File: config.mk
export PLATFORM = sky130hd
export DESIGN_NAME = edns_opt_record_parser_top_flat
export DESIGN_NICKNAME = d
export VERILOG_FILES = /design/src/hw/rtl/eop_pkg.sv /design/src/hw/rtl/eop_if.sv /design/src/hw/rtl/edns_opt_record_parser_top.sv /design/src/hw/rtl/eop_parse.sv /design/src/hw/rtl/eop_out_reg.sv /design/src/flat_wrapper.sv
export SDC_FILE = /design/constraint.sdc
export NUM_CORES = 1
export LEC_CHECK = 0
export ABC_AREA = 1
export BUFFER_PORTS_ARGS = -buffer_cell sky130_fd_sc_hd__buf_4
export CORE_MARGIN = 2
export CORE_UTILIZATION = 50
export DETAILED_ROUTE_END_ITERATION = 10
export PLACE_DENSITY_LB_ADDON = 0.2
export REMOVE_ABC_BUFFERS = 1
export SLEW_MARGIN = 20
export SYNTH_ARGS = -nofsm -noshare
export SYNTH_HDL_FRONTEND = slang
export SYNTH_HIERARCHICAL = 1
export SYNTH_SLANG_ARGS = --single-unit
File: constraint.sdc
create_clock -name clk_i -period 5.8 [get_ports clk_i]
set_clock_uncertainty 0.05 [all_clocks]
set_input_delay 0.29 -clock clk_i [delete_from_list [all_inputs] [get_ports clk_i]]
set_output_delay 0.29 -clock clk_i [all_outputs]
set_load 0.02 [all_outputs]
File: src/hw/rtl/eop_pkg.sv
// ----------------------------------------------------------------------------
// eop_pkg: shared types and constants for the EDNS0 OPT record parser
// Beat and result layouts, parse phases, verdict codes and header offsets.
// ----------------------------------------------------------------------------
package eop_pkg;

  typedef enum logic [1:0] {
    PH_IDLE   = 2'd0,
    PH_HEADER = 2'd1,
    PH_OPTHDR = 2'd2,
    PH_SKIP   = 2'd3
  } eop_phase_e;

  typedef enum logic [2:0] {
    V_SUCCESS = 3'd0,
    V_PRIVATE = 3'd1,
    V_TYPE    = 3'd2,
    V_VERSION = 3'd3,
    V_LENGTH  = 3'd4
  } eop_verdict_e;

  // Fixed header byte offsets
  localparam logic [3:0] HdrOwner   = 4'd0;
  localparam logic [3:0] HdrTypeHi  = 4'd1;
  localparam logic [3:0] HdrTypeLo  = 4'd2;
  localparam logic [3:0] HdrVersion = 4'd6;
  localparam logic [3:0] HdrRdlenHi = 4'd9;
  localparam logic [3:0] HdrRdlenLo = 4'd10;

  // Option header byte offsets
  localparam logic [1:0] OptCodeHi = 2'd0;
  localparam logic [1:0] OptCodeLo = 2'd1;
  localparam logic [1:0] OptLenHi  = 2'd2;
  localparam logic [1:0] OptLenLo  = 2'd3;

  localparam logic [15:0] MinSection    = 16'd11;
  localparam logic [15:0] OptType       = 16'd41;
  localparam logic [15:0] OptHdrLen     = 16'd4;
  localparam logic [15:0] PrivCodeReset = 16'd65001;
  localparam logic [3:0]  RdlenOffset   = 4'd9;

  typedef struct packed {
    logic [7:0]  data_byte;
    logic        start_req;
    logic [15:0] section_length;
  } eop_beat_t;

  typedef struct packed {
    eop_verdict_e verdict;
    logic [15:0]  consumed_bytes;
    logic [3:0]   rdlen_offset;
  } eop_result_t;

endpackage

File: src/hw/rtl/eop_if.sv
// ----------------------------------------------------------------------------
// eop_in_if / eop_out_if: valid/ready channels of the OPT record parser
// Input channel carries section bytes, output channel carries verdicts.
// ----------------------------------------------------------------------------
interface eop_in_if;
  logic        valid;
  logic        ready;
  logic [7:0]  data_byte;
  logic        start_req;
  logic [15:0] section_length;

  modport source (output valid, output data_byte, output start_req,
                  output section_length, input ready);
  modport sink   (input valid, input data_byte, input start_req,
                  input section_length, output ready);
endinterface

interface eop_out_if;
  logic        valid;
  logic        ready;
  logic [2:0]  verdict;
  logic [15:0] consumed_bytes;
  logic [3:0]  rdlen_offset;

  modport source (output valid, output verdict, output consumed_bytes,
                  output rdlen_offset, input ready);
  modport sink   (input valid, input verdict, input consumed_bytes,
                  input rdlen_offset, output ready);
endinterface

File: src/hw/rtl/edns_opt_record_parser_top.sv
// ----------------------------------------------------------------------------
// edns_opt_record_parser_top: EDNS0 OPT record parser
// Byte-serial parser of a DNS additional section giving at most one verdict a record.
// ----------------------------------------------------------------------------
// Feed the additional section one byte per beat, start_req set on the owner
// byte together with the section length. Each record yields one verdict
// beat (success, private option, bad owner/type, bad version, bad length)
// on the byte that decides it, none if a new start cuts it short; bytes
// after a verdict and bytes with no open record are swallowed without
// output. Throughput is one byte per cycle unless the verdict register
// stalls: a beat lands in an input register, the parse step runs as
// compares and 16-bit add/subtract, and a verdict goes to an output
// register once the step fires. When the verdict register is stalled the
// input register still takes one more beat before ready drops. The private
// option code register resets to 65001 and is written by cfg_we_i /
// cfg_wdata_i; the user must write it only while the parser is quiet,
// and the block itself does not enforce this.
// ----------------------------------------------------------------------------
module edns_opt_record_parser_top (
  input  logic        clk_i,
  input  logic        rst_ni,
  input  logic        cfg_we_i,
  input  logic [15:0] cfg_wdata_i,
  eop_in_if.sink      in_i,
  eop_out_if.source   out_o
);
  import eop_pkg::*;

  logic        in_valid_q, in_valid_d;
  eop_beat_t   beat_q;
  logic [15:0] priv_code_q;
  logic        out_free;
  logic        step;
  logic        res_valid;
  eop_result_t res;

  // private option code register
  always_ff @(posedge clk_i or negedge rst_ni) begin
    if (!rst_ni) begin
      priv_code_q <= PrivCodeReset;
    end else if (cfg_we_i) begin
      priv_code_q <= cfg_wdata_i;
    end
  end

  // input stage: the parse step fires when a beat is held and the verdict slot can take a result
  assign step       = in_valid_q && out_free;
  assign in_i.ready = !in_valid_q || out_free;
  assign in_valid_d = (in_i.valid && in_i.ready) ? 1'b1 : (in_valid_q && !step);

  always_ff @(posedge clk_i or negedge rst_ni) begin
    if (!rst_ni) begin
      in_valid_q <= 1'b0;
    end else begin
      in_valid_q <= in_valid_d;
    end
  end

  always_ff @(posedge clk_i) begin
    if (in_i.valid && in_i.ready) begin
      beat_q.data_byte      <= in_i.data_byte;
      beat_q.start_req      <= in_i.start_req;
      beat_q.section_length <= in_i.section_length;
    end
  end

  eop_parse u_parse (
    .clk_i       (clk_i),
    .rst_ni      (rst_ni),
    .step_i      (step),
    .beat_i      (beat_q),
    .priv_code_i (priv_code_q),
    .res_valid_o (res_valid),
    .res_o       (res)
  );

  eop_out_reg u_out (
    .clk_i  (clk_i),
    .rst_ni (rst_ni),
    .load_i (step && res_valid),
    .res_i  (res),
    .free_o (out_free),
    .out_o  (out_o)
  );

  a_verdict_lands: assert property (@(posedge clk_i) disable iff (!rst_ni)
    step && res_valid |=> out_o.valid)
    else $error("verdict lost between parse and output register");

endmodule

File: src/hw/rtl/eop_parse.sv
// ----------------------------------------------------------------------------
// eop_parse: parse state and per-beat next-state / verdict logic
// Advances the OPT record parse by one byte each step.
// ----------------------------------------------------------------------------
module eop_parse (
  input  logic                clk_i,
  input  logic                rst_ni,
  input  logic                step_i,
  input  eop_pkg::eop_beat_t  beat_i,
  input  logic [15:0]         priv_code_i,
  output logic                res_valid_o,
  output eop_pkg::eop_result_t res_o
);
  import eop_pkg::*;

  eop_phase_e  phase_q, phase_d;
  logic [3:0]  hidx_q, hidx_d;
  logic [15:0] rdrem_q, rdrem_d;
  logic [15:0] code_q, code_d;
  logic [15:0] olen_q, olen_d;
  logic [15:0] bcnt_q, bcnt_d;
  logic [15:0] sect_q, sect_d;
  logic        owner_bad_q, owner_bad_d;

  // effective state after a possible start
  eop_phase_e  ph;
  logic [3:0]  hidx;
  logic [15:0] rdrem, code, olen, bcnt, sect;
  logic        owner_bad;
  logic [15:0] code_new, len_new, rd_after_hdr, rd_after_opt, room, olen_dec;
  logic [1:0]  oidx;
  logic [7:0]  b;

  always_comb begin
    b         = beat_i.data_byte;
    ph        = beat_i.start_req ? PH_HEADER : phase_q;
    hidx      = beat_i.start_req ? 4'd0 : hidx_q;
    rdrem     = beat_i.start_req ? 16'd0 : rdrem_q;
    code      = beat_i.start_req ? 16'd0 : code_q;
    olen      = beat_i.start_req ? 16'd0 : olen_q;
    bcnt      = beat_i.start_req ? 16'd0 : bcnt_q;
    sect      = beat_i.start_req ? beat_i.section_length : sect_q;
    owner_bad = beat_i.start_req ? 1'b0 : owner_bad_q;

    code_new     = {code[7:0], b};
    len_new      = {olen[7:0], b};
    room         = sect - MinSection;
    rd_after_hdr = rdrem - OptHdrLen;
    rd_after_opt = rd_after_hdr - len_new;
    olen_dec     = (olen != 16'd0) ? olen - 16'd1 : olen;
    oidx         = hidx[1:0];

    phase_d     = ph;
    hidx_d      = hidx;
    rdrem_d     = rdrem;
    code_d      = code;
    olen_d      = olen;
    bcnt_d      = bcnt;
    sect_d      = sect;
    owner_bad_d = owner_bad;

    res_valid_o          = 1'b0;
    res_o.verdict        = V_SUCCESS;
    res_o.consumed_bytes = bcnt + 16'd1;
    res_o.rdlen_offset   = RdlenOffset;

    if (beat_i.start_req && (beat_i.section_length < MinSection)) begin
      res_valid_o          = 1'b1;
      res_o.verdict        = V_LENGTH;
      res_o.consumed_bytes = 16'd0;
      res_o.rdlen_offset   = 4'd0;
      phase_d              = PH_IDLE;
    end else if (ph != PH_IDLE) begin
      bcnt_d = bcnt + 16'd1;
      case (ph)
        PH_HEADER: begin
          hidx_d = hidx + 4'd1;
          res_o.rdlen_offset = 4'd0;
          case (hidx)
            HdrOwner:  owner_bad_d = (b != 8'd0);
            HdrTypeHi: code_d = {8'd0, b};
            HdrTypeLo: begin
              code_d = code_new;
              if (owner_bad || (code_new != OptType)) begin
                res_valid_o   = 1'b1;
                res_o.verdict = V_TYPE;
              end
            end
            HdrVersion: begin
              if (b != 8'd0) begin
                res_valid_o   = 1'b1;
                res_o.verdict = V_VERSION;
              end
            end
            HdrRdlenHi: rdrem_d = {8'd0, b};
            HdrRdlenLo: begin
              rdrem_d            = {rdrem[7:0], b};
              res_o.rdlen_offset = RdlenOffset;
              if ({rdrem[7:0], b} == 16'd0) begin
                res_valid_o = 1'b1;
              end else if ({rdrem[7:0], b} > room) begin
                res_valid_o   = 1'b1;
                res_o.verdict = V_LENGTH;
              end else if ({rdrem[7:0], b} < OptHdrLen) begin
                res_valid_o = 1'b1;
              end else begin
                phase_d = PH_OPTHDR;
                hidx_d  = 4'd0;
              end
            end
            default: ;
          endcase
        end
        PH_OPTHDR: begin
          hidx_d = {2'b00, oidx + 2'd1};
          case (oidx)
            OptCodeHi: code_d = {8'd0, b};
            OptCodeLo: code_d = code_new;
            OptLenHi:  olen_d = {8'd0, b};
            OptLenLo: begin
              olen_d  = len_new;
              rdrem_d = rd_after_hdr;
              if (rd_after_hdr < len_new) begin
                res_valid_o   = 1'b1;
                res_o.verdict = V_LENGTH;
              end else if (code == priv_code_i) begin
                res_valid_o          = 1'b1;
                res_o.verdict        = V_PRIVATE;
                res_o.consumed_bytes = bcnt + 16'd1 + len_new;
              end else begin
                rdrem_d = rd_after_opt;
                if (len_new == 16'd0) begin
                  if (rd_after_opt < OptHdrLen) res_valid_o = 1'b1;
                end else begin
                  phase_d = PH_SKIP;
                end
              end
            end
            default: ;
          endcase
        end
        PH_SKIP: begin
          olen_d = olen_dec;
          if (olen_dec == 16'd0) begin
            if (rdrem < OptHdrLen) begin
              res_valid_o = 1'b1;
            end else begin
              phase_d = PH_OPTHDR;
              hidx_d  = 4'd0;
            end
          end
        end
        default: ;
      endcase
      if (res_valid_o) phase_d = PH_IDLE;
    end
  end

  always_ff @(posedge clk_i or negedge rst_ni) begin
    if (!rst_ni) begin
      phase_q     <= PH_IDLE;
      hidx_q      <= 4'd0;
      rdrem_q     <= 16'd0;
      code_q      <= 16'd0;
      olen_q      <= 16'd0;
      bcnt_q      <= 16'd0;
      sect_q      <= 16'd0;
      owner_bad_q <= 1'b0;
    end else if (step_i) begin
      phase_q     <= phase_d;
      hidx_q      <= hidx_d;
      rdrem_q     <= rdrem_d;
      code_q      <= code_d;
      olen_q      <= olen_d;
      bcnt_q      <= bcnt_d;
      sect_q      <= sect_d;
      owner_bad_q <= owner_bad_d;
    end
  end

  a_header_fits: assert property (@(posedge clk_i) disable iff (!rst_ni)
    phase_q == PH_HEADER |-> sect_q >= MinSection)
    else $error("header phase with short section");

  a_opthdr_room: assert property (@(posedge clk_i) disable iff (!rst_ni)
    phase_q == PH_OPTHDR |-> rdrem_q >= OptHdrLen)
    else $error("option header phase without room for a header");

  a_skip_nonzero: assert property (@(posedge clk_i) disable iff (!rst_ni)
    phase_q == PH_SKIP |-> olen_q != 16'd0)
    else $error("skip phase with nothing left to skip");

  a_hdr_verdict_off: assert property (@(posedge clk_i) disable iff (!rst_ni)
    step_i && res_valid_o && (res_o.verdict == V_TYPE || res_o.verdict == V_VERSION)
    |-> res_o.rdlen_offset == 4'd0)
    else $error("early header verdict carries RDATA offset");

endmodule

File: src/hw/rtl/eop_out_reg.sv
// ----------------------------------------------------------------------------
// eop_out_reg: verdict output register
// Holds one verdict until the sink takes it; free when empty or draining.
// ----------------------------------------------------------------------------
module eop_out_reg (
  input  logic                 clk_i,
  input  logic                 rst_ni,
  input  logic                 load_i,
  input  eop_pkg::eop_result_t res_i,
  output logic                 free_o,
  eop_out_if.source            out_o
);
  import eop_pkg::*;

  logic        valid_q, valid_d;
  eop_result_t res_q;

  assign free_o  = !valid_q || out_o.ready;
  assign valid_d = load_i ? 1'b1 : (valid_q && !out_o.ready);

  always_ff @(posedge clk_i or negedge rst_ni) begin
    if (!rst_ni) begin
      valid_q <= 1'b0;
    end else begin
      valid_q <= valid_d;
    end
  end

  always_ff @(posedge clk_i) begin
    if (load_i) begin
      res_q <= res_i;
    end
  end

  assign out_o.valid          = valid_q;
  assign out_o.verdict        = res_q.verdict;
  assign out_o.consumed_bytes = res_q.consumed_bytes;
  assign out_o.rdlen_offset   = res_q.rdlen_offset;

endmodule

File: src/flat_wrapper.sv
// flat-port wrapper written by rule: the top's interface ports become plain ports
module edns_opt_record_parser_top_flat import eop_pkg::*;
  (clk_i, rst_ni, cfg_we_i, cfg_wdata_i, in_i_valid, in_i_data_byte, in_i_start_req, in_i_section_length, in_i_ready, out_o_valid, out_o_verdict, out_o_consumed_bytes, out_o_rdlen_offset, out_o_ready);
  eop_in_if in_i_i ();
  eop_out_if out_o_i ();
  input  logic clk_i;
  input  logic rst_ni;
  input  logic cfg_we_i;
  input  logic [15:0] cfg_wdata_i;
  input wire logic [$bits(in_i_i.valid)-1:0] in_i_valid;
  input wire logic [$bits(in_i_i.data_byte)-1:0] in_i_data_byte;
  input wire logic [$bits(in_i_i.start_req)-1:0] in_i_start_req;
  input wire logic [$bits(in_i_i.section_length)-1:0] in_i_section_length;
  output wire logic [$bits(in_i_i.ready)-1:0] in_i_ready;
  output wire logic [$bits(out_o_i.valid)-1:0] out_o_valid;
  output wire logic [$bits(out_o_i.verdict)-1:0] out_o_verdict;
  output wire logic [$bits(out_o_i.consumed_bytes)-1:0] out_o_consumed_bytes;
  output wire logic [$bits(out_o_i.rdlen_offset)-1:0] out_o_rdlen_offset;
  input wire logic [$bits(out_o_i.ready)-1:0] out_o_ready;
  assign in_i_i.valid = in_i_valid;
  assign in_i_i.data_byte = in_i_data_byte;
  assign in_i_i.start_req = in_i_start_req;
  assign in_i_i.section_length = in_i_section_length;
  assign in_i_ready = in_i_i.ready;
  assign out_o_valid = out_o_i.valid;
  assign out_o_verdict = out_o_i.verdict;
  assign out_o_consumed_bytes = out_o_i.consumed_bytes;
  assign out_o_rdlen_offset = out_o_i.rdlen_offset;
  assign out_o_i.ready = out_o_ready;
  edns_opt_record_parser_top u_core (.clk_i(clk_i), .rst_ni(rst_ni), .cfg_we_i(cfg_we_i), .cfg_wdata_i(cfg_wdata_i), .in_i(in_i_i), .out_o(out_o_i));
endmodule
Yosys cells after proc, flatten, opt, wreduce, memory -nomap -nowiden
Cells that the tools add are included.
{"block": "word_totals", "inputBits": 46, "regBits": 153, "wordCells": 159, "out_inout_bits": 25}
{"block": "classes", "n_eq_ne": 13, "reduce_logical": 23, "add_sub_neg": 8, "order_cmp": 6, "bitwise_logic": 2, "n_mux": 88}
{"op": "two-way mux 16 bit", "count": 19}
{"op": "case mux 16 bit (2 select lines)", "count": 7}
{"op": "logical NOT 16 bit", "count": 3}
{"op": "< comparator 16 x 3 -> 1 bit (second input constant)", "count": 3}
{"op": "two-way mux 4 bit", "count": 11}
{"op": "two-way mux 2 bit", "count": 16}
{"op": "two-way mux 1 bit", "count": 23}
{"op": "two-way mux 23 bit", "count": 1}
{"op": "two-way mux 19 bit", "count": 1}
{"op": "two-way mux 17 bit", "count": 1}
{"op": "adder 16 x 1 -> 16 bit (second input constant)", "count": 1}
{"op": "adder 16 bit", "count": 1}
{"op": "== test 16 bit", "count": 1}
{"op": "> comparator 16 bit", "count": 1}
{"op": "< comparator 16 bit", "count": 1}
{"op": "< comparator 16 x 4 -> 1 bit (second input constant)", "count": 1}
{"op": "inequality test 16 x 6 -> 1 bit (second input constant)", "count": 1}
{"op": "nonzero test 16 bit", "count": 1}
{"op": "subtractor 16 x 1 -> 16 bit (second input constant)", "count": 1}
{"op": "subtractor 16 bit", "count": 1}
{"op": "subtractor 16 x 3 -> 16 bit (second input constant)", "count": 1}
{"op": "subtractor 16 x 4 -> 16 bit (second input constant)", "count": 1}
{"op": "case mux 4 bit (3 select lines)", "count": 1}
{"op": "two-way mux 3 bit", "count": 3}
{"op": "22 further kinds", "count": 39}

Longest topological paths before layout
{"block": "depth", "depth_word": 16, "ltp_mapped": 32, "ltp_nobuf": 30}

Hierarchy
Netlist, hierarchy kept.
{"mod": "eop_parse", "cells_per_inst": 1556, "seq_area_each_um2": 2177.1, "area_each_um2": 10010.9, "instances": 1}
{"mod": "edns_opt_record_parser_top", "cells_per_inst": 102, "seq_area_each_um2": 1191.1, "area_each_um2": 1475.2, "instances": 1}
{"mod": "eop_out_reg", "cells_per_inst": 28, "seq_area_each_um2": 715.7, "area_each_um2": 735.7, "instances": 1}

Worst setup path before layout
OpenSTA, ideal clock, no wires.
{"block": "synth_path", "path_type": "register to register", "start": "register u_core/beat_q[16] (netlist name)", "end": "register u_core.u_out.res_q (netlist bit u_core/u_out/out_o.consumed_bytes[0]) (enable)", "path_buffers": 3, "period_less_slack_ns": 4.753, "arrival_time_ns": 4.299, "setup_slack_ns": 1.047, "setup_time_ns": 0.404, "stages_incl_launch_ff": 29, "required_time_ns": 5.346, "cell_sequence": "edfxtp_1 buf_6 buf_8 buf_8 nor2_1 inv_1 ha_1 inv_1 nor2_2 nand2_1 nor3_2 xor2_1 ha_1 nand2_1 inv_1 a21boi_0 o21a_1 nand2_1 nand2_1 nand2_1 a21oi_1 inv_2 nand3_1 a21oi_1 nand2_1 nand2_1 nand2_1 inv_1 nor2_1"}
{"block": "synth_between", "elab_chain_cells": 15, "elab_cells_between_ends": 51, "cone_classes": "add/sub: 4; order compare: 5; eq/ne: 9; mux: 25; reduce/logical: 8"}
{"element": "start: declaration", "line_no": "edns_opt_record_parser_top.sv:30", "rtl": "eop_beat_t beat_q;"}
{"element": "two-way mux 16 bit", "line_no": "eop_parse.sv:38", "rtl": "rdrem = beat_i.start_req ? 16'd0 : rdrem_q;"}
{"element": "subtractor 16 x 3 -> 16 bit", "line_no": "eop_parse.sv:48", "rtl": "rd_after_hdr = rdrem - OptHdrLen;"}
{"element": "subtractor 16 bit", "line_no": "eop_parse.sv:49", "rtl": "rd_after_opt = rd_after_hdr - len_new;"}
{"element": "< comparator 16 x 3 -> 1 bit", "line_no": "eop_parse.sv:133", "rtl": "if (rd_after_opt < OptHdrLen) res_valid_o = 1'b1;"}
{"element": "two-way mux 1 bit", "line_no": "eop_parse.sv:133"}
{"element": "two-way mux 1 bit", "line_no": "eop_parse.sv:132", "rtl": "if (len_new == 16'd0) begin"}
{"element": "two-way mux 1 bit", "line_no": "eop_parse.sv:126", "rtl": "end else if (code == priv_code_i) begin"}
{"element": "two-way mux 1 bit", "line_no": "eop_parse.sv:123", "rtl": "if (rd_after_hdr < len_new) begin"}
{"element": "two-way mux 1 bit", "line_no": "eop_parse.sv:116", "rtl": "case (oidx)"}
{"element": "case mux 1 bit (3 select lines)", "line_no": "eop_parse.sv:75", "rtl": "case (ph)"}
{"element": "two-way mux 1 bit", "line_no": "eop_parse.sv:73", "rtl": "end else if (ph != PH_IDLE) begin"}
{"element": "two-way mux 1 bit", "line_no": "eop_parse.sv:67", "rtl": "if (beat_i.start_req && (beat_i.section_length < MinSection)) begin"}
{"element": "two-way mux 1 bit", "line_no": "eop_parse.sv:73"}
{"element": "two-way mux 1 bit (*)", "line_no": "eop_parse.sv:67"}
{"element": "via u_core.res_valid", "line_no": "edns_opt_record_parser_top.sv:34", "rtl": "logic res_valid;"}
{"element": "logical AND 1 bit (*)", "line_no": "edns_opt_record_parser_top.sv:80", "rtl": ".load_i (step && res_valid),"}
{"element": "end signal: assignment", "line_no": "eop_out_reg.sv:31", "rtl": "res_q <= res_i;"}
{"element": "end: declaration", "line_no": "eop_out_reg.sv:16", "rtl": "eop_result_t res_q;"}
Mark *: on every way through the listed nets, which the timed path passes. The rest lies on a longest branch. The select of a mux whose other input is x is not followed.
A chain may end at the register's enable or synchronous reset.

Worst setup path after layout
{"block": "layout_path", "start": "register u_core/beat_q[16] (netlist name)", "end": "register u_core.u_out.res_q (netlist bit u_core/u_out/out_o.consumed_bytes[15]), data pin"}
{"block": "layout_between", "elab_chain_cells": 8, "elab_cells_between_ends": 20, "cone_classes": "add/sub: 3; order compare: 1; eq/ne: 3; mux: 11; reduce/logical: 2"}
{"element": "two-way mux 16 bit", "line_no": "eop_parse.sv:41", "rtl": "bcnt = beat_i.start_req ? 16'd0 : bcnt_q;"}
{"element": "adder 16 x 1 -> 16 bit", "line_no": "eop_parse.sv:64, eop_parse.sv:129"}
{"element": "adder 16 bit", "line_no": "eop_parse.sv:129", "rtl": "res_o.consumed_bytes = bcnt + 16'd1 + len_new;"}
{"element": "two-way mux 17 bit", "line_no": "eop_parse.sv:126"}
{"element": "two-way mux 16 bit", "line_no": "eop_parse.sv:123"}
{"element": "two-way mux 19 bit", "line_no": "eop_parse.sv:116"}
{"element": "two-way mux 16 bit", "line_no": "eop_parse.sv:75"}
{"element": "two-way mux 23 bit", "line_no": "eop_parse.sv:73"}
Several ways; a longest one is shown, not always the timed one.

==> impl_metrics.yaml <==
sta:
  fin_crit_ps: 5230
  worst_pin_slew_ps: 906
  whs_ps: 22.6
  maxSlewViolCount: 0
  slew_headroom_pct: 39.4
  finalSetupViolations: 0
  timing.fmax_mhz: 191
  period_share_pct: 90.1
  setup_ws_ps: 575
  hold_viol_final: 0
  rsz0062_at_grt: "false"
floorplanning:
  die-area_um2: 25700
  floorplan.rows: 57
  start_util_pct: 50.6
  core_um2: 24200
  die_w_um: 160
  dieHeight_um: 160
  num_io_pins: 71
worst_setup_path:
  setup.worst_path.start: "u_core/beat_q[16]"
  critPathKind: "flop to flop"
  crit_path_end: "u_core/u_out/out_o.consumed_bytes[15]"
  cp_max_fo: 21
  reg2reg_depth: 27
  worstPathArrival_ps: 5460
  worstPathRequired_ps: 6040
  crit_path_start_kind: "flop"
  r2r_start: "u_core/beat_q[16]"
  critPathSlowestCell: "edfxtp_1"
  r2r-end: "u_core/u_out/out_o.consumed_bytes[15]"
  max_stage_delay_ps: 930
  r2r_slack_ps: 570
  cpMostUsedCell: "nand2_1"
  cp-end-kind: "flop"
logic_synthesis:
  ys_ff_latch: 153
  synth.avg_cell_area_um2: 7.25
  syn-instance-count: 1686
  ys.flop_type: "dfrtp_1"
  synth-edff-count: 48
  synth_area_um2: 12200
  async_flop_share_pct: 68.6
  synth.yosys.seq_area_share_pct: 33.4
  ys_types: 63
  yosysWarnings: 6
detailed_routing:
  drc: 0
  drt_iter0_markers: 1245
  vias_per_cell: 5.67
  vias: 11925
  wirelength_mm: 37.2
  first_pass_iters: 5
  wl_per_cell_um: 17.7
  drtAntennaViolNets: 0
grt:
  grt_pass1_wl_mm: 59.9
  antenna_found_initial: 0
  globalRouteOverflowTotal: 0
  track_usage_pct: 29.2
  grt_max_degree: 58
  grt_pass1_vias: 11504
job:
  maxCapViolations: 0
run_status:
  status: "completed"
clock_network:
  clk_pin_slew_ps: 70
  cts_buffers: 17
  cts_tree: "yes"
  holdBufCountCts: 42
  post_cts_buffers: 0
  insertion_delay_ps: 440
  cts_root_buf: "clkbuf_16"
  cts.repair.resized: 0
  clockBufferDepth: 2
  cts_num_sinks: 153
  htreeDepth: 4
pwr:
  p_int_mw: 3.01
  switchingPower_mw: 2.96
  sequentialPowerShare_pct: 24.7
  switching_share_pct: 49.6
  p_clk_share_pct: 19.1
  p_leak_nw: 6.46
  combPwrFrac_pct: 56.2
  cellPowerDensity_nw_per_um2: 429
  vdd_drop_max_mv: 0.228
cells_and_area:
  layout_common_cells: "341 x nand2_1, 226 x inv_1, 168 x o21ai_0"
  final_common_cell: "nand2_1"
  area_growth_pct: 13.8
  multi_input_area_um2: 6830
  antenna_cells: 0
  drive_above_1_share_pct: 11.1
  stdcell_area_um2: 13900
  seq_area_um2: 4080
  fin_cells: 2105
  final_nets: 1876
  n_fill_cell: 2253
placed_design:
  placed_area_um2: 12900
  dp_slack_ps: 679
  dp.cells: 2031
  dpl.hpwl_mm: 26.6
  io_buffers: 70
  place_congestion: 0.949
hold_path:
  hp-class: "primary input to flop"
[cell families after synthesis]
family | after synthesis | synth area share, %
buf+inv | 307 | 10.8
xor+xnor | 75 | 5.37
simple gates | 676 | 24.1
fa+ha+maj | 62 | 6.47
other cells | 1 | 0.0307
flops | 153 | 33.4
compound gates | 412 | 19.8
[power groups by stage]
stage               clock network (mW)  registers, mW  logic (mW)
finish                            1.14           1.48        3.35
detailed placement                   0           1.50        3.25
floorplan                            0           1.47        2.40
global placement                     0           1.49        3.23
global route                      1.20           1.50        3.75
CTS                               1.17           1.48        3.30
[worst min-delay path by stage]
stage | from | endpoint | slack [ps] | depth (start not counted)
2_1_floorplan | rst_ni | u_core/in_valid_q | -60 | 0
3_3_place_gp | rst_ni | u_core/u_parse/olen_q[3] | 320 | 1
3_5_place_dp | rst_ni | u_core/u_parse/olen_q[3] | 320 | 1
4_1_cts | cfg_wdata_i[0] | u_core/priv_code_q[0] | 3 | 3
5_1_grt | cfg_wdata_i[0] | u_core/priv_code_q[0] | 20 | 3
6_report | cfg_wdata_i[0] | u_core/priv_code_q[0] | 20 | 3
[layout make-up]
cell class	count	area share, %
multi-input cells	1227	49.1
flip-flops and latches	153	29.4
repair buffers	130	7.77
inverters	239	6.49
clock buffers	17	3.06
well taps	324	2.91
clock inverters	15	1.30
[synthesized netlist by cell type, drive strengths merged, types with 7 or more instances]
library cell / n / area [µm²]
a211oi: 8 / 65.1
a21oi: 98 / 494
a31oi: 11 / 68.8
a32oi: 8 / 70.1
buf: 32 / 285
clkbuf: 36 / 136
dfrtp: 93 / 2330
dfstp: 12 / 315
edfxtp: 48 / 1440
ha: 60 / 751
inv: 234 / 883
nand2: 352 / 1350
nand3: 72 / 398
nand4: 23 / 150
nor2: 184 / 736
nor3: 30 / 196
nor4: 7 / 56.3
o211ai: 29 / 223
o21ai: 192 / 983
o22ai: 15 / 93.8
o31ai: 7 / 52.6
o32ai: 17 / 149
xnor2: 16 / 140
xor2: 59 / 517
[critical path: cells and delay by family, from the launching register on]
kind                     cells  cell delay (ps)
AO/OA/AOI/OAI                5              600
XOR/XNOR                     1              140
adder cells (fa/ha/maj)      2              640
buffers and inverters        5              830
flip-flops                   1              930
AND/OR/NAND/NOR             14             1880
[metrics by stage]
stage	total power [mW]	setup TNS [ps]	utilization, %
floorplan	3.87	-1010	-
global placement	4.72	0	53.3
detailed placement	4.75	0	53.3
CTS	5.94	0	57.5
global route	6.45	0	57.5
finish	5.97	0	57.5
[state kept, by name, indices dropped and copies added (netlist names)]
register                           cells
u_core/u_out/out_o.valid               1
u_core/u_parse/olen_q                 16
u_core/u_parse/code_q                 16
u_core/beat_q                         25
u_core/u_out/out_o.rdlen_offset        4
u_core/u_parse/owner_bad_q             1
u_core/u_parse/bcnt_q                 16
u_core/in_valid_q                      1
u_core/priv_code_q                    16
u_core/u_out/out_o.consumed_bytes     16
u_core/u_parse/rdrem_q                16
u_core/u_parse/hidx_q                  4
u_core/u_parse/phase_q                 2
u_core/u_parse/sect_q                 16
u_core/u_out/out_o.verdict             3
[metal layers]
metal	share of wire, %	vias to the layer above	wire length (µm)	global-route usage (%)
met5	0	-	0	0
met4	3.3	0	1240	12.1
met3	6.6	85	2440	3.62
met2	47	455	17400	48.3
met1	43	5582	16100	39.0
li1	-	5803	-	-
Power figures use the tool's default switching activity.
